===== src/hw/rtl/gbb3_pkg.sv =====
// Shared types and constants of the gray box blur block.
package gbb3_pkg;

    // Default image store edge length in pixels.
    localparam int MAX_DIM_DEF = 256;

    // Field widths of the stream channels and the configuration registers.
    localparam int REQ_W      = 2;
    localparam int COORD_W    = 8;
    localparam int CHAN_W     = 8;
    localparam int PIX_W      = 8;
    localparam int SIZE_REG_W = 9;
    localparam int PASS_W     = 5;
    localparam int CFG_IDX_W  = 2;
    localparam int CFG_DATA_W = 9;
    localparam int S_TDATA_W  = 40;

    // Register values after reset.
    localparam logic [SIZE_REG_W-1:0] WIDTH_RST  = 9'd256;
    localparam logic [SIZE_REG_W-1:0] HEIGHT_RST = 9'd256;
    localparam logic [PASS_W-1:0]     PASSES_RST = 5'd1;

    // Gray value: sum of three channels times 2^17/3, rounded up, exact below 2^16.
    localparam int                 GRAY_SUM_W   = 10;
    localparam int                 GRAY_PROD_W  = 26;
    localparam logic [15:0]        GRAY_RECIP   = 16'd43691;
    localparam int                 GRAY_SHIFT   = 17;

    // Blur value: nine-tap sum times 2^16/9, rounded up, exact below 4096.
    localparam int                 BLUR_SUM_W   = 12;
    localparam int                 BLUR_PROD_W  = 25;
    localparam logic [12:0]        BLUR_RECIP   = 13'd7282;
    localparam int                 BLUR_SHIFT   = 16;

    // Request kinds carried on the input tuser.
    typedef enum logic [REQ_W-1:0] {
        REQ_LOAD = 2'd0,
        REQ_RUN  = 2'd1,
        REQ_READ = 2'd2
    } req_type_e;

    // Configuration register indexes.
    typedef enum logic [CFG_IDX_W-1:0] {
        CFG_IMAGE_WIDTH  = 2'd0,
        CFG_IMAGE_HEIGHT = 2'd1,
        CFG_BLUR_PASSES  = 2'd2
    } cfg_idx_e;

    // Raw configuration register contents.
    typedef struct packed {
        logic [SIZE_REG_W-1:0] image_width;
        logic [SIZE_REG_W-1:0] image_height;
        logic [PASS_W-1:0]     blur_passes;
    } cfg_regs_t;

endpackage


===== src/hw/rtl/gbb3_core.sv =====
// Request sequencer: loads, reads and the blur/copy sweeps over both memories.
module gbb3_core #(
    parameter int MAX_DIM = gbb3_pkg::MAX_DIM_DEF
) (
    input  logic                                      aclk,
    input  logic                                      aresetn,
    input  gbb3_pkg::cfg_regs_t                       cfg,
    input  logic                                      s_tvalid,
    output logic                                      s_tready,
    input  logic [gbb3_pkg::S_TDATA_W-1:0]            s_tdata,
    input  logic [gbb3_pkg::REQ_W-1:0]                s_tuser,
    output logic                                      m_tvalid,
    input  logic                                      m_tready,
    output logic [gbb3_pkg::PIX_W-1:0]                m_tdata,
    output logic                                      m_tuser,
    output logic                                      img_we,
    output logic                                      img_re,
    output logic [$clog2(MAX_DIM*MAX_DIM)-1:0]        img_addr,
    output logic [gbb3_pkg::PIX_W-1:0]                img_wdata,
    input  logic [gbb3_pkg::PIX_W-1:0]                img_rdata,
    output logic                                      pass_we,
    output logic                                      pass_re,
    output logic [$clog2(MAX_DIM*MAX_DIM)-1:0]        pass_addr,
    output logic [gbb3_pkg::PIX_W-1:0]                pass_wdata,
    input  logic [gbb3_pkg::PIX_W-1:0]                pass_rdata
);
    import gbb3_pkg::*;

    localparam int AW = $clog2(MAX_DIM*MAX_DIM);
    localparam int CW = $clog2(MAX_DIM);
    localparam int DW = $clog2(MAX_DIM+1);

    typedef enum logic [2:0] {
        IDLE,
        LOAD_WR,
        READ_RESP,
        BLUR_RD,
        BLUR_SUM,
        BLUR_WR,
        COPY_RD,
        COPY_WR
    } state_t;

    state_t                 state_reg;
    logic [CW-1:0]          x_reg;
    logic [CW-1:0]          y_reg;
    logic [1:0]             tx_reg;
    logic [1:0]             ty_reg;
    logic                   pend_reg;
    logic [BLUR_SUM_W-1:0]  acc_reg;
    logic [GRAY_SUM_W-1:0]  gsum_reg;
    logic [AW-1:0]          addr_reg;
    logic [PASS_W-1:0]      pass_cnt_reg;
    logic                   err_reg;
    logic                   m_tvalid_reg;
    logic [PIX_W-1:0]       m_data_reg;
    logic                   m_err_reg;

    logic [DW-1:0]          w_use;
    logic [DW-1:0]          h_use;
    logic [COORD_W-1:0]     in_col;
    logic [COORD_W-1:0]     in_row;
    logic [CHAN_W-1:0]      in_red;
    logic [CHAN_W-1:0]      in_green;
    logic [CHAN_W-1:0]      in_blue;
    logic                   in_area;
    logic [AW-1:0]          in_addr;
    logic                   x_last;
    logic                   y_last;
    logic [CW-1:0]          nx;
    logic [CW-1:0]          ny;
    logic [GRAY_PROD_W-1:0] gray_prod;
    logic [BLUR_PROD_W-1:0] blur_prod;

    function automatic logic [AW-1:0] cell_addr(input logic [CW-1:0] cx,
                                                 input logic [CW-1:0] cy);
        return AW'(AW'(cy) * AW'(MAX_DIM) + AW'(cx));
    endfunction

    // Sizes in use: zero reads as one, anything above the store edge as the edge.
    assign w_use = (cfg.image_width == '0) ? DW'(1) :
                   (32'(cfg.image_width) > 32'(MAX_DIM)) ? DW'(MAX_DIM) :
                   DW'(cfg.image_width);
    assign h_use = (cfg.image_height == '0) ? DW'(1) :
                   (32'(cfg.image_height) > 32'(MAX_DIM)) ? DW'(MAX_DIM) :
                   DW'(cfg.image_height);

    // Input payload fields.
    assign in_col   = s_tdata[0  +: COORD_W];
    assign in_row   = s_tdata[8  +: COORD_W];
    assign in_red   = s_tdata[16 +: CHAN_W];
    assign in_green = s_tdata[24 +: CHAN_W];
    assign in_blue  = s_tdata[32 +: CHAN_W];
    assign in_area  = (32'(in_col) < 32'(w_use)) && (32'(in_row) < 32'(h_use));
    assign in_addr  = AW'(AW'(in_row) * AW'(MAX_DIM) + AW'(in_col));

    // Sweep position and the clamped neighbor of the current tap.
    assign x_last = (DW'(x_reg) == w_use - DW'(1));
    assign y_last = (DW'(y_reg) == h_use - DW'(1));

    always_comb begin
        nx = x_reg;
        ny = y_reg;
        if (tx_reg == 2'd0 && x_reg != '0) begin
            nx = x_reg - CW'(1);
        end else if (tx_reg == 2'd2 && !x_last) begin
            nx = x_reg + CW'(1);
        end
        if (ty_reg == 2'd0 && y_reg != '0) begin
            ny = y_reg - CW'(1);
        end else if (ty_reg == 2'd2 && !y_last) begin
            ny = y_reg + CW'(1);
        end
    end

    // Reciprocal multiplies for the divide by three and by nine.
    assign gray_prod = GRAY_PROD_W'(gsum_reg) * GRAY_PROD_W'(GRAY_RECIP);
    assign blur_prod = BLUR_PROD_W'(acc_reg) * BLUR_PROD_W'(BLUR_RECIP);

    // Memory port steering by state.
    always_comb begin
        img_re     = 1'b0;
        img_we     = 1'b0;
        img_addr   = cell_addr(x_reg, y_reg);
        img_wdata  = pass_rdata;
        pass_re    = (state_reg == COPY_RD);
        pass_we    = (state_reg == BLUR_WR);
        pass_addr  = cell_addr(x_reg, y_reg);
        pass_wdata = blur_prod[BLUR_SHIFT +: PIX_W];
        case (state_reg)
            IDLE: begin
                img_re   = s_tvalid && (s_tuser == REQ_READ);
                img_addr = in_addr;
            end
            LOAD_WR: begin
                img_we    = 1'b1;
                img_addr  = addr_reg;
                img_wdata = gray_prod[GRAY_SHIFT +: PIX_W];
            end
            BLUR_RD: begin
                img_re   = 1'b1;
                img_addr = cell_addr(nx, ny);
            end
            COPY_WR: begin
                img_we = 1'b1;
            end
            default: begin
            end
        endcase
    end

    assign s_tready = (state_reg == IDLE);
    assign m_tvalid = m_tvalid_reg;
    assign m_tdata  = m_data_reg;
    assign m_tuser  = m_err_reg;

    // Sequencer state, sweep counters and the output register.
    always_ff @(posedge aclk) begin
        if (!aresetn) begin
            state_reg    <= IDLE;
            x_reg        <= '0;
            y_reg        <= '0;
            tx_reg       <= '0;
            ty_reg       <= '0;
            pend_reg     <= 1'b0;
            m_tvalid_reg <= 1'b0;
        end else begin
            // A tap read issued in this cycle returns data in the next one.
            pend_reg <= (state_reg == BLUR_RD);
            if (m_tvalid_reg && m_tready && (state_reg != READ_RESP)) begin
                m_tvalid_reg <= 1'b0;
            end
            case (state_reg)
                IDLE: begin
                    if (s_tvalid) begin
                        case (req_type_e'(s_tuser))
                            REQ_LOAD: begin
                                if (in_area) begin
                                    addr_reg  <= in_addr;
                                    gsum_reg  <= GRAY_SUM_W'(in_red) + GRAY_SUM_W'(in_green)
                                               + GRAY_SUM_W'(in_blue);
                                    state_reg <= LOAD_WR;
                                end
                            end
                            REQ_RUN: begin
                                if (cfg.blur_passes != '0) begin
                                    pass_cnt_reg <= cfg.blur_passes;
                                    state_reg    <= BLUR_RD;
                                end
                            end
                            REQ_READ: begin
                                err_reg   <= !in_area;
                                state_reg <= READ_RESP;
                            end
                            default: begin
                            end
                        endcase
                    end
                end
                LOAD_WR: begin
                    state_reg <= IDLE;
                end
                READ_RESP: begin
                    // Hold the read data in the RAM until the output register frees up.
                    if (!m_tvalid_reg || m_tready) begin
                        m_tvalid_reg <= 1'b1;
                        m_data_reg   <= err_reg ? '0 : img_rdata;
                        m_err_reg    <= err_reg;
                        state_reg    <= IDLE;
                    end
                end
                BLUR_RD: begin
                    // One tap read per cycle; the previous tap's data lands now.
                    acc_reg  <= ((tx_reg == 2'd0 && ty_reg == 2'd0) ? '0 : acc_reg)
                              + (pend_reg ? BLUR_SUM_W'(img_rdata) : '0);
                    if (tx_reg == 2'd2) begin
                        tx_reg <= '0;
                        if (ty_reg == 2'd2) begin
                            ty_reg    <= '0;
                            state_reg <= BLUR_SUM;
                        end else begin
                            ty_reg <= ty_reg + 2'd1;
                        end
                    end else begin
                        tx_reg <= tx_reg + 2'd1;
                    end
                end
                BLUR_SUM: begin
                    acc_reg   <= acc_reg + BLUR_SUM_W'(img_rdata);
                    state_reg <= BLUR_WR;
                end
                BLUR_WR: begin
                    x_reg <= x_last ? '0 : x_reg + CW'(1);
                    if (x_last) begin
                        y_reg <= y_last ? '0 : y_reg + CW'(1);
                    end
                    state_reg <= (x_last && y_last) ? COPY_RD : BLUR_RD;
                end
                COPY_RD: begin
                    state_reg <= COPY_WR;
                end
                COPY_WR: begin
                    x_reg <= x_last ? '0 : x_reg + CW'(1);
                    if (x_last) begin
                        y_reg <= y_last ? '0 : y_reg + CW'(1);
                    end
                    if (x_last && y_last) begin
                        if (pass_cnt_reg == PASS_W'(1)) begin
                            state_reg <= IDLE;
                        end else begin
                            pass_cnt_reg <= pass_cnt_reg - PASS_W'(1);
                            state_reg    <= BLUR_RD;
                        end
                    end else begin
                        state_reg <= COPY_RD;
                    end
                end
                default: begin
                    state_reg <= IDLE;
                end
            endcase
        end
    end

    // The image memory port never reads and writes in the same cycle.
    a_img_port_excl: assert property (@(posedge aclk) disable iff (!aresetn)
        !(img_we && img_re))
        else $error("image memory read and write in the same cycle");

    // The sweep position stays inside the image area in use.
    a_pos_inside: assert property (@(posedge aclk) disable iff (!aresetn)
        (32'(x_reg) < 32'(w_use)) && (32'(y_reg) < 32'(h_use)))
        else $error("sweep position outside the image area");

    // Tap counters walk a 3x3 window.
    a_tap_range: assert property (@(posedge aclk) disable iff (!aresetn)
        (tx_reg != 2'd3) && (ty_reg != 2'd3))
        else $error("tap counter outside the window");

    // A result appears only after a read response cycle.
    a_out_source: assert property (@(posedge aclk) disable iff (!aresetn)
        $rose(m_tvalid_reg) |-> $past(state_reg == READ_RESP))
        else $error("result raised outside a read response");

    // A pixel sum is written only after all nine taps were gathered.
    a_sum_order: assert property (@(posedge aclk) disable iff (!aresetn)
        (state_reg == BLUR_WR) |-> $past(state_reg == BLUR_SUM))
        else $error("blur write without a completed tap sum");

endmodule


===== config.mk =====
export PLATFORM = sky130hd
export DESIGN_NAME = gbb3_core
export DESIGN_NICKNAME = d
export VERILOG_FILES = /design/src/hw/rtl/gbb3_pkg.sv /design/src/hw/rtl/gbb3_core.sv
export SDC_FILE = /design/constraint.sdc
export NUM_CORES = 1
export LEC_CHECK = 0
export BUFFER_PORTS_ARGS = -buffer_cell sky130_fd_sc_hd__clkbuf_2
export CAP_MARGIN = 20
export CELL_PAD_IN_SITES_DETAIL_PLACEMENT = 1
export CELL_PAD_IN_SITES_GLOBAL_PLACEMENT = 1
export CORE_MARGIN = 4
export CORE_UTILIZATION = 25
export CTS_BUF_LIST = sky130_fd_sc_hd__clkbuf_16
export DETAILED_ROUTE_END_ITERATION = 6
export PLACE_DENSITY_LB_ADDON = 0.25
export SYNTH_ARGS = -nofsm -noshare
export SYNTH_HDL_FRONTEND = slang
export SYNTH_SLANG_ARGS = --single-unit

===== constraint.sdc =====
create_clock -name aclk -period 5.3 [get_ports aclk]
set_input_delay 0.795 -clock aclk [delete_from_list [all_inputs] [get_ports aclk]]
set_output_delay 0.795 -clock aclk [all_outputs]
set_load 0.05 [all_outputs]

==> flow_summary.toml, run 1 <==
[power]
switching_power_mw = 1.08
p_per_area_mw_per_mm2 = 190
leakage_nw = 6.52
power.internal_mw = 1.59
p_clk_share_pct = 21.7
pwr-share-comb_pct = 52.9
p_sw_share_pct = 40.5
p_seq_share_pct = 25.4
peakVddDrop_v = 0.0000989

[cts]
htreeDepth = 3
clk_latency_ps = 360
clkTransAtPathRegs_ps = 60
cts_hold_buf = 0
cts_buffers = 9
cts_tree = "built"
clock_path_buffers = 2
cts_root_buffer = "clkbuf_16"
cts_sinks = 78

[setup_path]
cp_slowest_cell = "fa_2"
cp.arrival_ps = 5290
max_stage_delay_ps = 640
required_ps = 4510
reg2reg_setup_slack_ps = 1530
end_kind = "primary output"
startpoint = "gsum_reg[4]"
reg2reg_from = "tx_reg[0]"
path_delay_family = "adder cells"
worstSetupPathType = "reg -> out"
cp_common_cell = "inv_2"
path_buf_inv = 6
start_kind = "flip-flop"
cp_max_fo = 3
path_cells = "ha_4 > inv_2 > fa_1 > inv_2 > fa_1 > fa_2 > inv_2 > fa_1 > inv_2 > ha_4 > o21ai_1 > nand2b_1 > nand3_1 > a21oi_2 > nor2_2 > o211ai_1 > buf_4 > o21ba_4 > o311ai_4 > buf_12"

[detailed_routing]
vias = 9885
drtIter0Drc = 335
drtPass1Iterations = 4
routedWlPerCell_um = 17.4
wl_mm = 36.0
ant_nets = 0
routed_via_density = 4.77
drcViolationCount = 0

[synth]
synth_nets = 1602
synthCells = 1264
yosysTopAreaCell = "ha_1"
synth_top_family_by_area = "adder cells"
synthAdderAreaFrac_pct = 33.7
ys_types = 80
synth_xor_area_share_pct = 4.87
syn_avg_cell_area_sq_um = 8.69
synth.mux.area_fraction_pct = 1.16
synth-compound-area-share_pct = 16.5
yosys.area_share.simple_pct = 16.9
yosysWarningCount = 0
synth_edf_count = 53
yosysTopAreaCellShare_pct = 20.6
synth_area_sq_mm = 0.0110
synthFlopType = "edfxtp_1"
synth.area.top_cells = "ha_1 21%, edfxtp_1 14%, fa_1 13%"
seq_area_frac_synth_pct = 19.0
synth-seq-cells = 78
synth_async_sr_flop_share_pct = 0

[floorplan]
start_util_pct = 25.4
dieArea_sq_mm = 0.0474
die_width_um = 218
rows = 76
ios = 148
core_sq_mm = 0.0433
die_h_um = 218

[timing]
skew_ps = 10.4
finalSetupViolCount = 16
setup_ws_ps = -785
drv_slew = 0
hold_ws_ps = 584
rsz0062_at_grt = "yes"
finalCriticalPeriod_ps = 6090
worst_slew_pin_slew_ps = 927
clock.fmax_ghz = 0.164
finalHoldViolations = 0
post-route-period-util_pct = 115
max_slew_margin_pct = 37.9

[finish]
num-nets-final = 1821
final_common_cell = "ha_1"
final_cell_mix = "171 x ha_1, 158 x inv_1, 131 x clkbuf_2"
drive_gt1_share_pct = 23.6
final_core_util_pct = 32.4
multi_input_area_sq_mm = 0.00849
antenna_cells = 0
area.sequential_sq_mm = 0.00209
largest_reg_flops = 16
design_area_sq_mm = 0.0140
area_growth_pct = 27.5
fillers = 5127

[outcome]
violations = "setup timing"
status = "complete, but fails checks"

[placed_design]
place.gp.congestion = 0.825
hpwl_mm = 29.5
numPortBuffers = 147
pre_cts_ws_ps = -289
dpl-instance-area_sq_mm = 0.0132

[min_path]
hp-start = "tx_reg[1]"
min_path_type = "reg -> reg"

[grt]
grt_pass1_vias = 10517
grt_max_degree = 29
grtUsageTotal_pct = 15.2
grt_overflow = 0
antenna_found_initial = 1
grt_pass1_wl_mm = 57.9

[run]
drv_cap = 0
synth_stat cells, types with 4 or more instances:
library cell	n
o22ai_1	5
nor3_1	27
nor4_1	15
a21o_1	12
o21a_1	7
and2_1	20
o31ai_1	7
inv_1	165
nand3_1	34
o221ai_1	6
a31oi_1	12
edfxtp_1	53
a21boi_0	4
dfxtp_1	25
and3_1	13
fa_1	72
nor2b_1	24
mux2i_1	9
nand4_1	9
nand2b_1	13
a21oi_1	70
nor2_1	102
a221oi_1	8
o2111ai_1	4
a211oi_1	15
buf_6	6
o21ai_0	58
a22oi_1	4
o211a_1	4
or2_2	4
or4_1	7
xor2_1	15
buf_2	5
xnor2_1	41
nand2_1	82
ha_1	181
clkbuf_1	35
o211ai_1	15
metrics by stage:
step / instances / TNS (ps) / power [mW]
after floorplan: 1264 / -526 / 1.54
after global placement: 2027 / -1270 / 1.93
after detailed placement: 2029 / -2160 / 1.95
after CTS: 2058 / -7530 / 2.65
after global routing: 2073 / -11420 / 2.87
final: 2073 / -7720 / 2.67
repair_timing:
| item | in CTS | in global routing |
|---|---|---|
| gates resized for setup | 43 | 24 |
| endpoints found under the setup margin | 16 | 16 |
| pin swaps | 16 | 18 |
| buffers inserted | 15 | 15 |
worst paths after layout:
| path | endpoint | cells after the start |
|---|---|---|
| setup / recovery | img_wdata[7] | 20 |
| hold / removal | tx_reg[1] | 2 |
| setup reg to reg | acc_reg[8] | 13 |
| hold reg to reg | tx_reg[1] | 2 |
power groups by stage:
stage	registers (mW)	clock network, mW	logic, mW
global route	0.679	0.626	1.56
floorplan	0.699	0	0.836
detailed placement	0.691	0	1.26
finish	0.678	0.579	1.41
global placement	0.691	0	1.24
CTS	0.678	0.610	1.36
area by class of cell:
type / count / area share [%]
clock inverter: 7 / 0.241
multi-input combinational: 970 / 60.6
clock buffer: 9 / 1.61
timing repair buffer: 257 / 12.9
tap: 585 / 5.23
sequential: 78 / 14.9
inverter: 167 / 4.48
worst register-to-register path: stages (launching register included):
cell and delay, ps:
dfxtp_1 400, or4_1 690, and2_1 230, ha_1 190, inv_1 70, fa_1 210, nor2b_1 60, o21ai_0 190
a21boi_0 170, o21ai_0 180, nand2b_1 110, a221oi_1 630, o211ai_1 150, a22o_1 220
layer usage:
metal	wire length [um]	share of wire, %	global-route usage, %
met5	13	0.036	0
met4	636	1.8	3.77
met3	1040	2.9	2.10
met2	16700	46	25.3
met1	17600	49	20.9
cell families after synthesis:
kind of cell,Yosys count
simple gates,373
compound gates,274
fa+ha+maj,253
buf+inv,216
flops,78
xor+xnor,58
mux,12
(Power assumes the default switching activity.)
==> inputs of run 2 (changes only) <==
--- a/config.mk
+++ b/config.mk
@@ -5,6 +5,7 @@
 export SDC_FILE = /design/constraint.sdc
 export NUM_CORES = 1
 export LEC_CHECK = 0
+export ABC_AREA = 1
 export BUFFER_PORTS_ARGS = -buffer_cell sky130_fd_sc_hd__clkbuf_2
 export CAP_MARGIN = 20
 export CELL_PAD_IN_SITES_DETAIL_PLACEMENT = 1
@@ -14,6 +15,7 @@
 export CTS_BUF_LIST = sky130_fd_sc_hd__clkbuf_16
 export DETAILED_ROUTE_END_ITERATION = 6
 export PLACE_DENSITY_LB_ADDON = 0.25
+export REMOVE_ABC_BUFFERS = 1
 export SYNTH_ARGS = -nofsm -noshare
 export SYNTH_HDL_FRONTEND = slang
 export SYNTH_SLANG_ARGS = --single-unit
==> flow_summary.toml, run 2 <==
[setup_path]
startpoint = "gsum_reg[4]"
cp_common_cell = "fa_1"
path_buf_inv = 4
path_cells = "ha_4 > inv_2 > fa_1 > inv_2 > buf_4 > fa_1 > fa_1 > fa_2 > ha_4 > nand2_4 > nor4_4 > nand4_1 > nand3_2 > nand2_1 > o211ai_1 > or2_2 > nand3_1 > nand2_2 > buf_12"
cp.arrival_ps = 4920
worstRegToRegCells = 18
cp_max_fo = 3
path_delay_family = "adder cells"
end_kind = "primary output"
max_stage_delay_ps = 540
required_ps = 4510
worstSetupPathType = "reg -> out"
reg2reg_from = "ty_reg[0]"
cp_slowest_cell = "fa_1"
start_kind = "flip-flop"
cp_num_cells = 19

[cts]
cts_buffers = 9
htreeDepth = 3
cts_root_buffer = "clkbuf_16"
clock_path_buffers = 2
clkTransAtPathRegs_ps = 70
clk_latency_ps = 370
cts_tree = "built"
cts_sinks = 78

[timing]
clock.fmax_ghz = 0.175
skew_ps = 9.78
tns_ps = -4420
drv_slew = 0
hold_ws_ps = 545
rsz0062_at_grt = "yes"
finalCriticalPeriod_ps = 5720
max_slew_margin_pct = 51.2
worst_slew_pin_slew_ps = 729
finalHoldViolations = 0
post-route-period-util_pct = 108
setup_ws_ps = -417
finalSetupViolCount = 16

[synth]
synth_area_sq_mm = 0.0113
seq_area_frac_synth_pct = 18.5
syn_avg_cell_area_sq_um = 7.56
yosysTopAreaCellShare_pct = 20.0
synth_edf_count = 53
synth.most_common_cell = "nand2_1"
netlist_top_cells_count = "280 x nand2_1, 261 x inv_1, 181 x ha_1, 124 x nor2_1, 104 x a21oi_1"
synthCells = 1499
yosysWarningCount = 0
synth.area.top_cells = "ha_1 20%, edfxtp_1 14%, fa_1 13%"
synth_async_sr_flop_share_pct = 0
yosysTopAreaCell = "ha_1"
synthFlopType = "edfxtp_1"
ys_types = 51
synth-seq-cells = 78

[finish]
drive_gt1_share_pct = 24.7
largest_reg_flops = 16
area_growth_pct = 30.6
final_common_cell = "nand2_1"
num-nets-final = 2071
final_core_util_pct = 33.2
antenna_cells = 0
final_cell_mix = "260 x nand2_1, 248 x inv_1, 157 x ha_1"
fillers = 5400

[detailed_routing]
drtPass1Iterations = 4
wl_mm = 37.6
drcViolationCount = 0
ant_nets = 0
routed_via_density = 4.59
routedWlPerCell_um = 16.2
vias = 10691
drtIter0Drc = 352

[power]
p_sw_share_pct = 52.5
p_clk_share_pct = 8.5
switching_power_mw = 4.25
power.internal_mw = 3.84
p_per_area_mw_per_mm2 = 546
p_seq_share_pct = 9.3
leakage_nw = 7.29
pwr-share-comb_pct = 82.2
peakVddDrop_v = 0.000710
total_power_mw = 8.08

[floorplan]
dieArea_sq_mm = 0.0488
die_h_um = 221
start_util_pct = 25.5
core_sq_mm = 0.0445
rows = 77
ios = 148
die_width_um = 221

[grt]
grt_overflow = 0
grt_pass1_vias = 11806
antenna_found_initial = 4
grtUsageTotal_pct = 15.3
grt_pass1_wl_mm = 61.8
grt_max_degree = 27

[min_path]
hold_depth = 2
min_path_type = "reg -> reg"
hp-start = "tx_reg[1]"

[outcome]
violations = "setup timing"
status = "complete, but fails checks"

[placed_design]
pre_cts_ws_ps = -276
place.gp.congestion = 0.836
numPortBuffers = 147
hpwl_mm = 31.0

[run]
drv_cap = 0
-- run 2: changes by cell type in the layout (fill, tap and decap cells not counted), moves of 21 or more --
| cell | delta |
|---|---|
| nand2_1 | +178 |
| inv_1 | +90 |
| nand3_1 | +46 |
| nor2b_1 | -23 |
| xor2_1 | +22 |
| nor2_1 | +21 |
-- run 2: per-layer routing --
| metal | part of all wire [%] | vias to the layer above | GRT usage, % |
|---|---|---|---|
| met5 | 0.13 | - | 0 |
| met4 | 1.3 | 8 | 3.10 |
| met3 | 3.0 | 36 | 2.73 |
| met2 | 50 | 117 | 27.4 |
| met1 | 46 | 5157 | 19.4 |
| li1 | - | 5373 | - |
-- run 2: cell families (layout without fill, tap and decap cells) --
group | after synthesis | count (layout) | synth area share, %
simple gates | 574 | 574 | 22.2
compound gates | 231 | 231 | 11.6
xor+xnor | 58 | 58 | 4.48
flops | 78 | 78 | 18.5
fa+ha+maj | 253 | 253 | 32.7
mux | 1 | 1 | 0.0883
buf+inv | 304 | 543 | 10.4
-- run 2: layout make-up --
type | instances | area (sq um) | share of cell area [%]
Inverter | 273 | 1030 | 6.98
Tap cell | 592 | 741 | 5.01
Sequential cell | 78 | 2090 | 14.1
Timing Repair Buffer | 254 | 1810 | 12.3
Clock inverter | 5 | 43.8 | 0.296
Clock buffer | 11 | 275 | 1.86
Multi-Input combinational cell | 1117 | 8800 | 59.5
-- run 2: power by group through the flow --
stage,combinational (mW),sequential [mW],clock (mW)
after floorplan,3.26,0.802,0
after global placement,5.17,0.763,0
after detailed placement,5.24,0.765,0
after CTS,6.32,0.751,0.715
after global routing,7.18,0.758,0.742
final,6.64,0.752,0.687
-- run 2: final timing paths --
kind                   to  slack [ps]
max          img_wdata[6]        -420
min             tx_reg[1]         550
max reg2reg   acc_reg[10]        2080
min reg2reg     tx_reg[1]         550
-- run 2: timing repair --
item / 4_1_cts / 5_1_grt
pin swaps: 60 / 28
endpoints found under the hold margin: 0 / 0
setup endpoints to repair: 16 / 16
buffers inserted: 21 / 8
gates resized for setup: 146 / 27
hold buffers: 0 / 0
-- run 2: stage by stage --
step,cells,area [sq um]
6_report,2330,14800
5_1_grt,2330,14800
4_1_cts,2321,14600
3_5_place_dp,2285,13400
3_3_place_gp,2284,13400
2_1_floorplan,1468,11200
-- run 2: worst reg2reg max path, stage by stage, from the launching register on --
cell	delay [ps]
dfxtp_1	390
nor2_1	70
inv_1	190
nor2_1	80
buf_4	180
nor2_1	120
ha_1	190
inv_1	60
fa_1	410
o21ai_0	270
nand2_1	110
nand2_1	70
a21oi_1	80
nor2_1	130
o21ai_0	110
nand2_1	110
nand3_1	90
o21ai_0	200
o21ai_0	110
